--- config.mk ---
export PLATFORM = sky130hd
export DESIGN_NAME = fraction_arithmetic_reduce
export DESIGN_NICKNAME = d
export VERILOG_FILES = /design/src/rtl/fct_pkg.sv /design/src/rtl/fct_div.sv /design/src/rtl/fraction_arithmetic_reduce.sv
export SDC_FILE = /design/constraint.sdc
export NUM_CORES = 2
export LEC_CHECK = 0
export BUFFER_PORTS_ARGS = -buffer_cell sky130_fd_sc_hd__buf_2
export CAP_MARGIN = 20
export CORE_ASPECT_RATIO = 1.1
export CORE_MARGIN = 2
export CORE_UTILIZATION = 25
export DETAILED_ROUTE_END_ITERATION = 12
export RECOVER_POWER = 100
export SLEW_MARGIN = 20
export SYNTH_ARGS = -nofsm -noshare
export SYNTH_HDL_FRONTEND = slang
export SYNTH_SLANG_ARGS = --single-unit
--- constraint.sdc ---
create_clock -name clk_i -period 7.94 [get_ports clk_i]
set_input_delay 0.794 -clock clk_i [delete_from_list [all_inputs] [get_ports clk_i]]
set_output_delay 0.794 -clock clk_i [all_outputs]
set_load 0.01 [all_outputs]
--- src/rtl/fct_pkg.sv ---
`timescale 1ns / 1ps
// fct_pkg: types and constants for the fraction arithmetic block.
// Used by fct_div, fraction_arithmetic_reduce and tb; no dependencies.
package fct_pkg;

  localparam int unsigned OPERAND_W = 16;
  localparam int unsigned MAG_W     = 2 * OPERAND_W;
  localparam int unsigned NUM_W     = 33;
  localparam int unsigned DEN_W     = 31;

  typedef enum logic [1:0] {
    OP_ADD = 2'd0,
    OP_SUB = 2'd1,
    OP_MUL = 2'd2,
    OP_DIV = 2'd3
  } op_e;

  typedef enum logic [2:0] {
    S_IDLE,
    S_MUL,
    S_COMB,
    S_GCD,
    S_DIVN,
    S_DIVD,
    S_DONE
  } state_e;

  typedef struct packed {
    op_e                          operation;
    logic signed [OPERAND_W-1:0]  first_num;
    logic signed [OPERAND_W-1:0]  first_den;
    logic signed [OPERAND_W-1:0]  second_num;
    logic signed [OPERAND_W-1:0]  second_den;
  } req_t;

  typedef struct packed {
    logic signed [NUM_W-1:0] result_num;
    logic [DEN_W-1:0]        result_den;
    logic                    zero_divisor;
  } rsp_t;

  typedef struct packed {
    logic             done;
    logic [MAG_W-1:0] quot;
  } div_rsp_t;

endpackage

--- src/rtl/fct_div.sv ---
`timescale 1ns / 1ps
// fct_div: restoring unsigned divider, one quotient bit per cycle.
// Depends on fct_pkg.
module fct_div import fct_pkg::*; (
  input  logic             clk_i,
  input  logic             rst_ni,
  input  logic             start_i,
  input  logic [MAG_W-1:0] dividend_i,
  input  logic [MAG_W-1:0] divisor_i,
  output div_rsp_t         rsp_o
);

  localparam int unsigned CNT_W = $clog2(MAG_W);
  localparam logic [CNT_W-1:0] CNT_LAST = CNT_W'(MAG_W - 1);

  logic             busy_q, busy_d;
  logic             done_q, done_d;
  logic [CNT_W-1:0] cnt_q, cnt_d;
  logic [MAG_W-1:0] rem_q, rem_d;
  logic [MAG_W-1:0] quo_q, quo_d;
  logic [MAG_W-1:0] dvs_q, dvs_d;

  logic [MAG_W:0]   shifted;
  logic [MAG_W:0]   trial;
  logic             fits;

  assign shifted = {rem_q, quo_q[MAG_W-1]};
  assign fits    = shifted >= {1'b0, dvs_q};
  assign trial   = shifted - {1'b0, dvs_q};

  always_comb begin
    busy_d = busy_q;
    done_d = 1'b0;
    cnt_d  = cnt_q;
    rem_d  = rem_q;
    quo_d  = quo_q;
    dvs_d  = dvs_q;
    if (start_i) begin
      busy_d = 1'b1;
      cnt_d  = '0;
      rem_d  = '0;
      quo_d  = dividend_i;
      dvs_d  = divisor_i;
    end else if (busy_q) begin
      rem_d = fits ? trial[MAG_W-1:0] : shifted[MAG_W-1:0];
      quo_d = {quo_q[MAG_W-2:0], fits};
      cnt_d = cnt_q + CNT_W'(1);
      if (cnt_q == CNT_LAST) begin
        busy_d = 1'b0;
        done_d = 1'b1;
      end
    end
  end

  always_ff @(posedge clk_i or negedge rst_ni) begin
    if (!rst_ni) begin
      busy_q <= 1'b0;
      done_q <= 1'b0;
      cnt_q  <= '0;
    end else begin
      busy_q <= busy_d;
      done_q <= done_d;
      cnt_q  <= cnt_d;
    end
  end

  always_ff @(posedge clk_i) begin
    rem_q <= rem_d;
    quo_q <= quo_d;
    dvs_q <= dvs_d;
  end

  assign rsp_o.done = done_q;
  assign rsp_o.quot = quo_q;

`ifndef SYNTHESIS
  a_done_after_busy: assert property (@(posedge clk_i) disable iff (!rst_ni)
    done_q |-> $past(busy_q))
    else $error("divider done without a running division");
  a_done_not_busy: assert property (@(posedge clk_i) disable iff (!rst_ni)
    done_q |-> !busy_q)
    else $error("divider done while still busy");
  a_cnt_idle: assert property (@(posedge clk_i) disable iff (!rst_ni)
    (busy_q && cnt_q == CNT_LAST && !start_i) |=> done_q)
    else $error("divider missed its last step");
`endif

endmodule

--- src/rtl/fraction_arithmetic_reduce.sv ---
`timescale 1ns / 1ps
// fraction_arithmetic_reduce: signed fraction add/sub/mul/div with reduction.
// Steps: multiply (products in turn on the shared multiplier), combine, binary GCD loop, then the
// divider runs for numerator and denominator. One request at a time; in_stall_o is high until idle.
// Zero numerator or zero denominator requests skip the GCD loop and the divider.
// Reset (rst_ni low, asynchronous) returns to idle and drops out_valid_o. Depends on fct_pkg, fct_div.
module fraction_arithmetic_reduce import fct_pkg::*; (
  input  logic clk_i,
  input  logic rst_ni,
  input  logic in_valid_i,
  output logic in_stall_o,
  input  req_t in_req_i,
  output logic out_valid_o,
  input  logic out_stall_i,
  output rsp_t out_rsp_o
);

  localparam logic [1:0] MUL_LAST = 2'd2;

  state_e state_q, state_d;

  op_e                  op_q;
  logic [OPERAND_W-1:0] mag_q [4];
  logic                 neg_in_q [4];
  logic [1:0]           mul_cnt_q, mul_cnt_d;
  logic [MAG_W-1:0]     prod_q [3];
  logic                 pneg_q [3];

  logic [MAG_W-1:0] u_q, u_d, v_q, v_d, nq_q, nq_d, mq_q, mq_d;
  logic [MAG_W-1:0] rnum_q, rnum_d, rden_q, rden_d;
  logic             neg_q, neg_d, zdiv_q, zdiv_d;
  logic             out_valid_q, out_valid_d;
  rsp_t             out_rsp_q, out_rsp_d;

  logic                 accept;
  logic                 out_free;
  logic [OPERAND_W-1:0] mx, my;
  logic                 mxn, myn;
  logic [MAG_W-1:0]     prod;

  logic             s1neg;
  logic [MAG_W-1:0] n_mag;
  logic             n_neg;
  logic             p_ge;

  logic             gcd_eq, u_gt;
  logic [MAG_W-1:0] gcd_diff;

  logic             div_start;
  logic [MAG_W-1:0] div_dividend;
  div_rsp_t         div_rsp;

  assign accept   = in_valid_i && (state_q == S_IDLE);
  assign out_free = !out_valid_q || !out_stall_i;

  // operand magnitudes and signs of the request
  function automatic logic [OPERAND_W-1:0] mag_of(logic [OPERAND_W-1:0] v);
    mag_of = v[OPERAND_W-1] ? (~v + OPERAND_W'(1)) : v;
  endfunction

  always_ff @(posedge clk_i) begin
    if (accept) begin
      op_q        <= in_req_i.operation;
      mag_q[0]    <= mag_of(in_req_i.first_num);
      mag_q[1]    <= mag_of(in_req_i.first_den);
      mag_q[2]    <= mag_of(in_req_i.second_num);
      mag_q[3]    <= mag_of(in_req_i.second_den);
      neg_in_q[0] <= in_req_i.first_num[OPERAND_W-1];
      neg_in_q[1] <= in_req_i.first_den[OPERAND_W-1];
      neg_in_q[2] <= in_req_i.second_num[OPERAND_W-1];
      neg_in_q[3] <= in_req_i.second_den[OPERAND_W-1];
    end
  end

  // shared multiplier: p0 = a*d (a*c for mul), p1 = c*b, p2 = b*d (b*c for div)
  always_comb begin
    case (mul_cnt_q)
      2'd0: begin
        mx  = mag_q[0];
        mxn = neg_in_q[0];
        my  = (op_q == OP_MUL) ? mag_q[2] : mag_q[3];
        myn = (op_q == OP_MUL) ? neg_in_q[2] : neg_in_q[3];
      end
      2'd1: begin
        mx  = mag_q[2];
        mxn = neg_in_q[2];
        my  = mag_q[1];
        myn = neg_in_q[1];
      end
      default: begin
        mx  = mag_q[1];
        mxn = neg_in_q[1];
        my  = (op_q == OP_DIV) ? mag_q[2] : mag_q[3];
        myn = (op_q == OP_DIV) ? neg_in_q[2] : neg_in_q[3];
      end
    endcase
  end

  assign prod = MAG_W'(mx) * MAG_W'(my);

  always_ff @(posedge clk_i) begin
    if (state_q == S_MUL && mul_cnt_q <= MUL_LAST) begin
      prod_q[mul_cnt_q] <= prod;
      pneg_q[mul_cnt_q] <= mxn ^ myn;
    end
  end

  // signed combine of the two cross products for add/sub; mul and div pass p0 through
  always_comb begin
    s1neg = pneg_q[1] ^ (op_q == OP_SUB);
    p_ge  = prod_q[0] >= prod_q[1];
    if (op_q == OP_MUL || op_q == OP_DIV) begin
      n_mag = prod_q[0];
      n_neg = pneg_q[0];
    end else if (pneg_q[0] == s1neg) begin
      n_mag = prod_q[0] + prod_q[1];
      n_neg = pneg_q[0];
    end else if (p_ge) begin
      n_mag = prod_q[0] - prod_q[1];
      n_neg = pneg_q[0];
    end else begin
      n_mag = prod_q[1] - prod_q[0];
      n_neg = s1neg;
    end
  end

  assign gcd_eq   = u_q == v_q;
  assign u_gt     = u_q > v_q;
  assign gcd_diff = u_gt ? (u_q - v_q) : (v_q - u_q);

  // next state
  always_comb begin
    state_d = state_q;
    case (state_q)
      S_IDLE: if (accept) state_d = S_MUL;
      S_MUL:  if (mul_cnt_q == MUL_LAST) state_d = S_COMB;
      S_COMB: begin
        if (prod_q[2] == '0 || n_mag == '0) begin
          state_d = S_DONE;
        end else begin
          state_d = S_GCD;
        end
      end
      S_GCD:  if (gcd_eq) state_d = S_DIVN;
      S_DIVN: if (div_rsp.done) state_d = S_DIVD;
      S_DIVD: if (div_rsp.done) state_d = S_DONE;
      S_DONE: if (out_free) state_d = S_IDLE;
      default: state_d = S_IDLE;
    endcase
  end

  // datapath and outputs
  always_comb begin
    mul_cnt_d    = mul_cnt_q;
    u_d          = u_q;
    v_d          = v_q;
    nq_d         = nq_q;
    mq_d         = mq_q;
    rnum_d       = rnum_q;
    rden_d       = rden_q;
    neg_d        = neg_q;
    zdiv_d       = zdiv_q;
    div_start    = 1'b0;
    div_dividend = nq_q;
    out_valid_d  = out_valid_q && out_stall_i;
    out_rsp_d    = out_rsp_q;
    case (state_q)
      S_IDLE: mul_cnt_d = '0;
      S_MUL:  mul_cnt_d = mul_cnt_q + 2'd1;
      S_COMB: begin
        neg_d  = n_neg ^ pneg_q[2];
        zdiv_d = prod_q[2] == '0;
        rnum_d = '0;
        rden_d = (prod_q[2] == '0) ? '0 : MAG_W'(1);
        u_d    = n_mag;
        v_d    = prod_q[2];
        nq_d   = n_mag;
        mq_d   = prod_q[2];
      end
      S_GCD: begin
        if (gcd_eq) begin
          div_start = 1'b1;
        end else if (!u_q[0] && !v_q[0]) begin
          u_d  = u_q >> 1;
          v_d  = v_q >> 1;
          nq_d = nq_q >> 1;
          mq_d = mq_q >> 1;
        end else if (!u_q[0]) begin
          u_d = u_q >> 1;
        end else if (!v_q[0]) begin
          v_d = v_q >> 1;
        end else if (u_gt) begin
          u_d = gcd_diff >> 1;
        end else begin
          v_d = gcd_diff >> 1;
        end
      end
      S_DIVN: begin
        div_dividend = mq_q;
        if (div_rsp.done) begin
          rnum_d    = div_rsp.quot;
          div_start = 1'b1;
        end
      end
      S_DIVD: if (div_rsp.done) rden_d = div_rsp.quot;
      S_DONE: begin
        if (out_free) begin
          out_valid_d             = 1'b1;
          out_rsp_d.zero_divisor  = zdiv_q;
          out_rsp_d.result_den    = rden_q[DEN_W-1:0];
          out_rsp_d.result_num    = neg_q ? -NUM_W'(rnum_q) : NUM_W'(rnum_q);
        end
      end
      default: ;
    endcase
  end

  fct_div u_div (
    .clk_i      (clk_i),
    .rst_ni     (rst_ni),
    .start_i    (div_start),
    .dividend_i (div_dividend),
    .divisor_i  (u_q),
    .rsp_o      (div_rsp)
  );

  always_ff @(posedge clk_i or negedge rst_ni) begin
    if (!rst_ni) begin
      state_q     <= S_IDLE;
      mul_cnt_q   <= '0;
      out_valid_q <= 1'b0;
    end else begin
      state_q     <= state_d;
      mul_cnt_q   <= mul_cnt_d;
      out_valid_q <= out_valid_d;
    end
  end

  always_ff @(posedge clk_i) begin
    u_q       <= u_d;
    v_q       <= v_d;
    nq_q      <= nq_d;
    mq_q      <= mq_d;
    rnum_q    <= rnum_d;
    rden_q    <= rden_d;
    neg_q     <= neg_d;
    zdiv_q    <= zdiv_d;
    out_rsp_q <= out_rsp_d;
  end

  assign in_stall_o  = state_q != S_IDLE;
  assign out_valid_o = out_valid_q;
  assign out_rsp_o   = out_rsp_q;

`ifndef SYNTHESIS
  a_gcd_nonzero: assert property (@(posedge clk_i) disable iff (!rst_ni)
    state_q == S_GCD |-> (u_q != '0 && v_q != '0))
    else $error("gcd operand reached zero");
  a_zdiv_zero: assert property (@(posedge clk_i) disable iff (!rst_ni)
    (out_valid_o && out_rsp_o.zero_divisor) |->
      (out_rsp_o.result_num == '0 && out_rsp_o.result_den == '0))
    else $error("zero divisor result not 0/0");
  a_den_nonzero: assert property (@(posedge clk_i) disable iff (!rst_ni)
    (out_valid_o && !out_rsp_o.zero_divisor) |-> out_rsp_o.result_den != '0)
    else $error("zero denominator without flag");
  a_div_done_state: assert property (@(posedge clk_i) disable iff (!rst_ni)
    div_rsp.done |-> (state_q == S_DIVN || state_q == S_DIVD))
    else $error("divider finished outside a divide step");
`endif

endmodule

---- Word level (Yosys, flattened, before mapping) ----
Memories as Yosys holds them, arrays and structs flattened.
Cells that the tools add are included.
W data, S select, Z words.
operators by class
  shift-type cells ........................ 0
  $mul .................................... 1
  divide/modulo/power cells ............... 0
  bitwise gates (word level) .............. 7
  equality and inequality tests ........... 26
  mux-type cells .......................... 72
  add/sub/neg operators ................... 13
  order comparisons ....................... 4
  reductions and logical operators ........ 30
operators by type and width
  operator                 number
  $mux W32                 24
  $pmux W32 S2             5
  $sub A32 B32 Y32         5
  $mux W16                 6
  $add A16 B1 Y16 const B  4
  $logic_not A32 Y1        2
  $not A16 Y16             4
  $pmux W16 S2             2
  $pmux W31 S2             1
  $ge A33 B32 Y1           1
  $neg A32 Y33             1
  $add A32 B32 Y32         1
  $eq A32 B32 Y1           1
  $ge A32 B32 Y1           1
  $gt A32 B32 Y1           1
  $mul A16 B16 Y32         1
  $mux W3                  7
  $pmux W3 S7              1
  $mux W1                  20
  $ne A4 B4 Y1 const B     3
  $mux W5                  2
  $ne A2 B2 Y1 const B     5
  $reduce_bool A2 Y1       5
  $eq A3 B3 Y1 const B     3
  24 further kinds         47
word-level totals
  output and inout port bits .............. 67
  memories ................................ 4
  bits in read-only memories .............. 0
  word-level logic and storage cells ...... 181
  register bits after elaboration ......... 369
  latch bits .............................. 0
  bits in writable memories ............... 167
  input bits .............................. 70
memories
  memory    depth  width  rd ports  clocked after Yosys merged registers in  write ports  line                              text
  prod_q    3      32     3         0                                        1            fraction_arithmetic_reduce.sv:26  logic [MAG_W-1:0] prod_q [3];
  mag_q     4      16     4         0                                        4            fraction_arithmetic_reduce.sv:23  logic [OPERAND_W-1:0] mag_q [4];
  neg_in_q  4      1      4         0                                        4            fraction_arithmetic_reduce.sv:24  logic neg_in_q [4];
  pneg_q    3      1      3         0                                        1            fraction_arithmetic_reduce.sv:27  logic pneg_q [3];

---- Longest topological paths before layout ----
  word-level depth ........................ 9
  gate-level depth with buffers ........... 34
  mapped depth without buffers ............ 32

---- By module ----
Synthesis repeated with hierarchy kept, for this count alone.
second synthesis, totals
  cells, all modules ...................... 4,375
  area total of the unflattened synthesis .. 42,254.3 µm²
by module, submodules not included
  module                      times used  sequential area each (µm²)  area each (µm²)  cells each
  fraction_arithmetic_reduce  1           12,972.4                    36,487.5         3,810
  fct_div                     1           2,737.6                     5,766.8          565

---- Worst setup path after synthesis ----
OpenSTA, ideal clock, no wires.
  kind .................................... register to register
  start ................................... register op_q[1]
  end ..................................... memory prod_q[0][31] (netlist bit) (data pin)
  slack ................................... -360 ps
  library setup time ...................... 269 ps
  path buffers ............................ 4
  data required time ...................... 7,671 ps
  period minus slack after synthesis ...... 8,300 ps
  arrival time ............................ 8,031 ps
  cell stages (with the launch flop) ...... 30
  path through ............................ edfxtp_1 > clkbuf_1 > buf_1 > nand2_1 > clkbuf_1 > mux2i_1 > o221ai_1 > clkbuf_1 > nand2_1 > fa_1 > fa_1 > fa_1 > fa_1 > inv_1 > fa_1 > inv_1 > fa_1 > inv_1 > ha_1 > and2_1 > o21ai_0 > inv_1 > o311ai_0 > o211ai_1 > a21oi_1 > o21ai_0 > a2111o_1 > a31o_2 > a21oi_1 > xnor2_1
between the ends
  cells in the longest elaborated chain, start to end .. 4
  elaborated cells on any way between the ends .. 6
  those cells by class .................... mul (1); eq/ne (2); mux (3)
RTL lines
  element                          line                                                                text
  from (decl)                      fraction_arithmetic_reduce.sv:22                                    op_e op_q;
  from (signal assigned)           fraction_arithmetic_reduce.sv:63                                    op_q <= in_req_i.operation;
  $eq A2 B2 Y1 (on tied branches)  fraction_arithmetic_reduce.sv:93, fraction_arithmetic_reduce.sv:81
  $mux W16 (on tied branches)      fraction_arithmetic_reduce.sv:93, fraction_arithmetic_reduce.sv:81
  $pmux W16 S2 (*)                 fraction_arithmetic_reduce.sv:77                                    case (mul_cnt_q)
  $mul A16 B16 Y32 (*)             fraction_arithmetic_reduce.sv:99                                    assign prod = MAG_W'(mx) * MAG_W'(my);
  named net prod[31]               fraction_arithmetic_reduce.sv:39                                    logic [MAG_W-1:0] prod;
  to (decl)                        fraction_arithmetic_reduce.sv:26
Mark *: on every way through the listed nets, which the timed path passes. The rest lies on a longest branch.

---- Worst setup path after layout ----
  start ................................... register mul_cnt_q[0]
  end ..................................... memory prod_q[0][31] (netlist bit) (data pin)
between the ends
  cells in the longest elaborated chain, start to end .. 3
  elaborated cells on any way between the ends .. 5
  those cells by class .................... mul (1); eq/ne (1); mux (2); reduce/logical (1)
RTL lines
  element                                           line                               text
  from (decl)                                       fraction_arithmetic_reduce.sv:25   logic [1:0] mul_cnt_q, mul_cnt_d;
  from (signal assigned)                            fraction_arithmetic_reduce.sv:234  mul_cnt_q <= mul_cnt_d;
  $eq A2 B1 Y1 or $logic_not A2 Y1 (tied branches)  fraction_arithmetic_reduce.sv:77
  $pmux W16 S2                                      fraction_arithmetic_reduce.sv:77
  $mul A16 B16 Y32 (*)                              fraction_arithmetic_reduce.sv:99
  named net prod[31]                                fraction_arithmetic_reduce.sv:39
Marked as above.

==> out/results.txt <==
Post-route DRC: 0
CTS tree: done
Seq/Total Area, Yosys: 37.4%
CP max FO: 6
fmax: 130 MHz
Max Cap Viol: 4
worst rel slew slack: -188%
hold_buf cts: 0
Die Width: 395 µm
EDFF count, synth: 491
setup TNS: 0 ns
CP Launch Type: flip-flop
Worst-Margin Slew: 4.32 ns
async set or reset register ratio after synthesis: 2.43%
Worst EP required: 8.32 ns
fin nets: 5150
Seq cells post-synth: 536
CTS Buf Count: 58
GRT Overall Usage: 14.4%
clk slew on worst S/H paths: 0.07 ns
HP Class: in2reg
Synth Cell Area: 0.0420 mm²
Slowest cell on crit path: fa_1
routed vias/inst: 4.87
syn_area_per_cell: 9.49 µm²
placer's final routability congestion estimate: 0.910
Crit path max-delay family: adder cells
die height: 434 µm
drt first pass iters: 7
start point of the critical path: mul_cnt_q[0]
Synth Net Count: 5002
synthesized instance count: 4426
CTS root buf: clkbuf_16
leading area contributor after synthesis: edfxtp_1
hold path depth: 1
core area: 0.167 mm²
main area contributors after synthesis: edfxtp_1 (35%), fa_1 (9.5%), ha_1 (9.1%)
post-synth top area share: 35.1%
critical setup path kind: reg2reg
ANT nets after route: 0
gr ovfl total: 0
WP buf/inv: 8
status: complete, but fails checks
Fin. Hold Viols: 0
initial antenna violation count: 1
commonest cells in the netlist: edfxtp_1 (491), inv_1 (476), nand2_1 (466)
min-delay src: in_req_i[64]
wire per inst: 18.7 µm
period utilization: 96.8%
die area: 0.171 mm²
Synth Flop Type: edfxtp_1
clk_lat worst skew: 0.68 ns
synth warn: 0
FP Rows: 157
fillers: 17678
initial DRC count: 2890
Slowest Stage Delay on Critical Path: 0.55 ns
Worst R2R Start: mul_cnt_q[0]
most frequent cell after synthesis: edfxtp_1
Levels on crit path: 29
minimum clock period: 7.68 ns
largest net degree at the start of global routing: 80
port buffer count: 136
worst r2r path cells: 29
Setup Skew: 0.0391 ns
share of layout cells above drive strength 1: 8.35%
vias after detailed routing: 33343
Netlist cell types: 89
most frequent CP cell: fa_1
Layout area overhead: 14.4%
Setup Viol. Count Final: 0
WL final: 128000 µm
Post-DP HPWL: 101000 µm
IO Pins: 137
vias in the first global route: 32929
H-tree levels: 2
Worst Setup End Kind: flip-flop
failing checks: max-capacitance violations, max-slew violations
Max Slew Vio Count: 211
starting density of the core: 25.2%
first-pass GRT wire length: 194000 µm
CTS sink cnt: 536
critical path arrival: 8.06 ns
CTS Buffer Depth: 3
[cells by family after synthesis]
kind of cell | count (synthesis) | share of synthesized area (%)
fa+ha+maj | 506 | 18.6
buf+inv | 685 | 6.17
compound gates | 1038 | 16.0
mux | 82 | 1.98
flops | 536 | 37.4
xor+xnor | 215 | 4.48
simple gates | 1364 | 15.3
[worst paths after layout]
check | to | slack [ns]
hold / removal | op_q[0] | 0.33
setup / recovery | prod_q[0][31] | 0.26
max in group asynchronous | mul_cnt_q[0] | 6.55
setup reg to reg | prod_q[0][31] | 0.26
min in group asynchronous | u_div.cnt_q[2] | 0.43
hold reg to reg | out_rsp_o[7] | 0.42
[cell type report]
type	instances	area, µm²	area share, %
antenna	1	2.50	0.00521
clock buffer	71	1520	3.17
clock inverter	38	452	0.940
inverter	479	1800	3.74
multi-input combinational	3205	24000	49.9
sequential	536	15700	32.7
tap	2226	2790	5.80
timing repair buffer	294	1790	3.73
[worst register-to-register path: cells and delay by family, from the launching register on]
kind	cells	cell delay [ns]
adder cells (fa/ha/maj)	8	3.47
AO/OA/AOI/OAI	9	1.80
buffers and inverters	8	0.86
AND/OR/NAND/NOR	3	0.74
flip-flops	1	0.43
XOR/XNOR	1	0.12
[cell usage in the layout (no fill, tap or decap), types with 38 or more instances in the layout]
master	n
clkbuf_16	58
a21oi_1	275
clkbuf_1	100
nor3_1	77
inv_1	474
a21o_1	84
buf_4	142
xor2_1	45
ha_1	303
o21ai_0	240
buf_2	52
nand2b_1	52
nor2_1	357
nand3_1	53
nand2_1	466
o31ai_1	38
nor2b_1	61
xnor2_1	167
edfxtp_1	491
fa_1	200
mux2i_1	75
and2_0	44
and2_1	51
[state kept, by name, summed over array words and instances, names as in the netlist, 5 cells and up]
register / cells
v_q: 32
mag_q: 64
out_rsp_o: 65
mq_q: 32
u_q: 32
u_div.quo_q: 32
u_div.dvs_q: 32
rnum_q: 32
u_div.cnt_q: 5
rden_q: 31
nq_q: 32
u_div.rem_q: 32
prod_q: 96
[per-layer routing]
metal / wire length, µm / up-vias / GRT usage [%]
li1: - / 15794 / -
met1: 56300 / 16341 / 18.8
met2: 61500 / 1037 / 25.0
met3: 6430 / 169 / 1.56
met4: 3790 / 2 / 4.69
met5: 13 / - / 0
[through the flow]
stage | hold WS (ns) | std cells | util, % | setup slack [ns] | area, µm²
final | 0.327 | 6850 | 28.8 | 0.257 | 48000
after global routing | 0.301 | 6849 | 28.8 | -0.00341 | 48000
after CTS | 0.0587 | 6844 | 28.8 | 0.0455 | 47900
after detailed placement | 0.405 | 6735 | 27.6 | -0.173 | 46000
after global placement | 0.407 | 6735 | 27.6 | -0.0865 | 46000
after floorplan | 0.400 | 4426 | - | 0.00599 | 42000
[timing repair]
| action | 4_1_cts | 5_1_grt |
|---|---|---|
| setup endpoints to repair | 3 | 21 |
| buffers inserted | 0 | 4 |
| gates resized for setup | 6 | 48 |
| pin swaps | 0 | 6 |
Power is left out: the tool's default activity adds up to more than one toggle a clock period on the data nets, which glitch-free logic cannot reach.
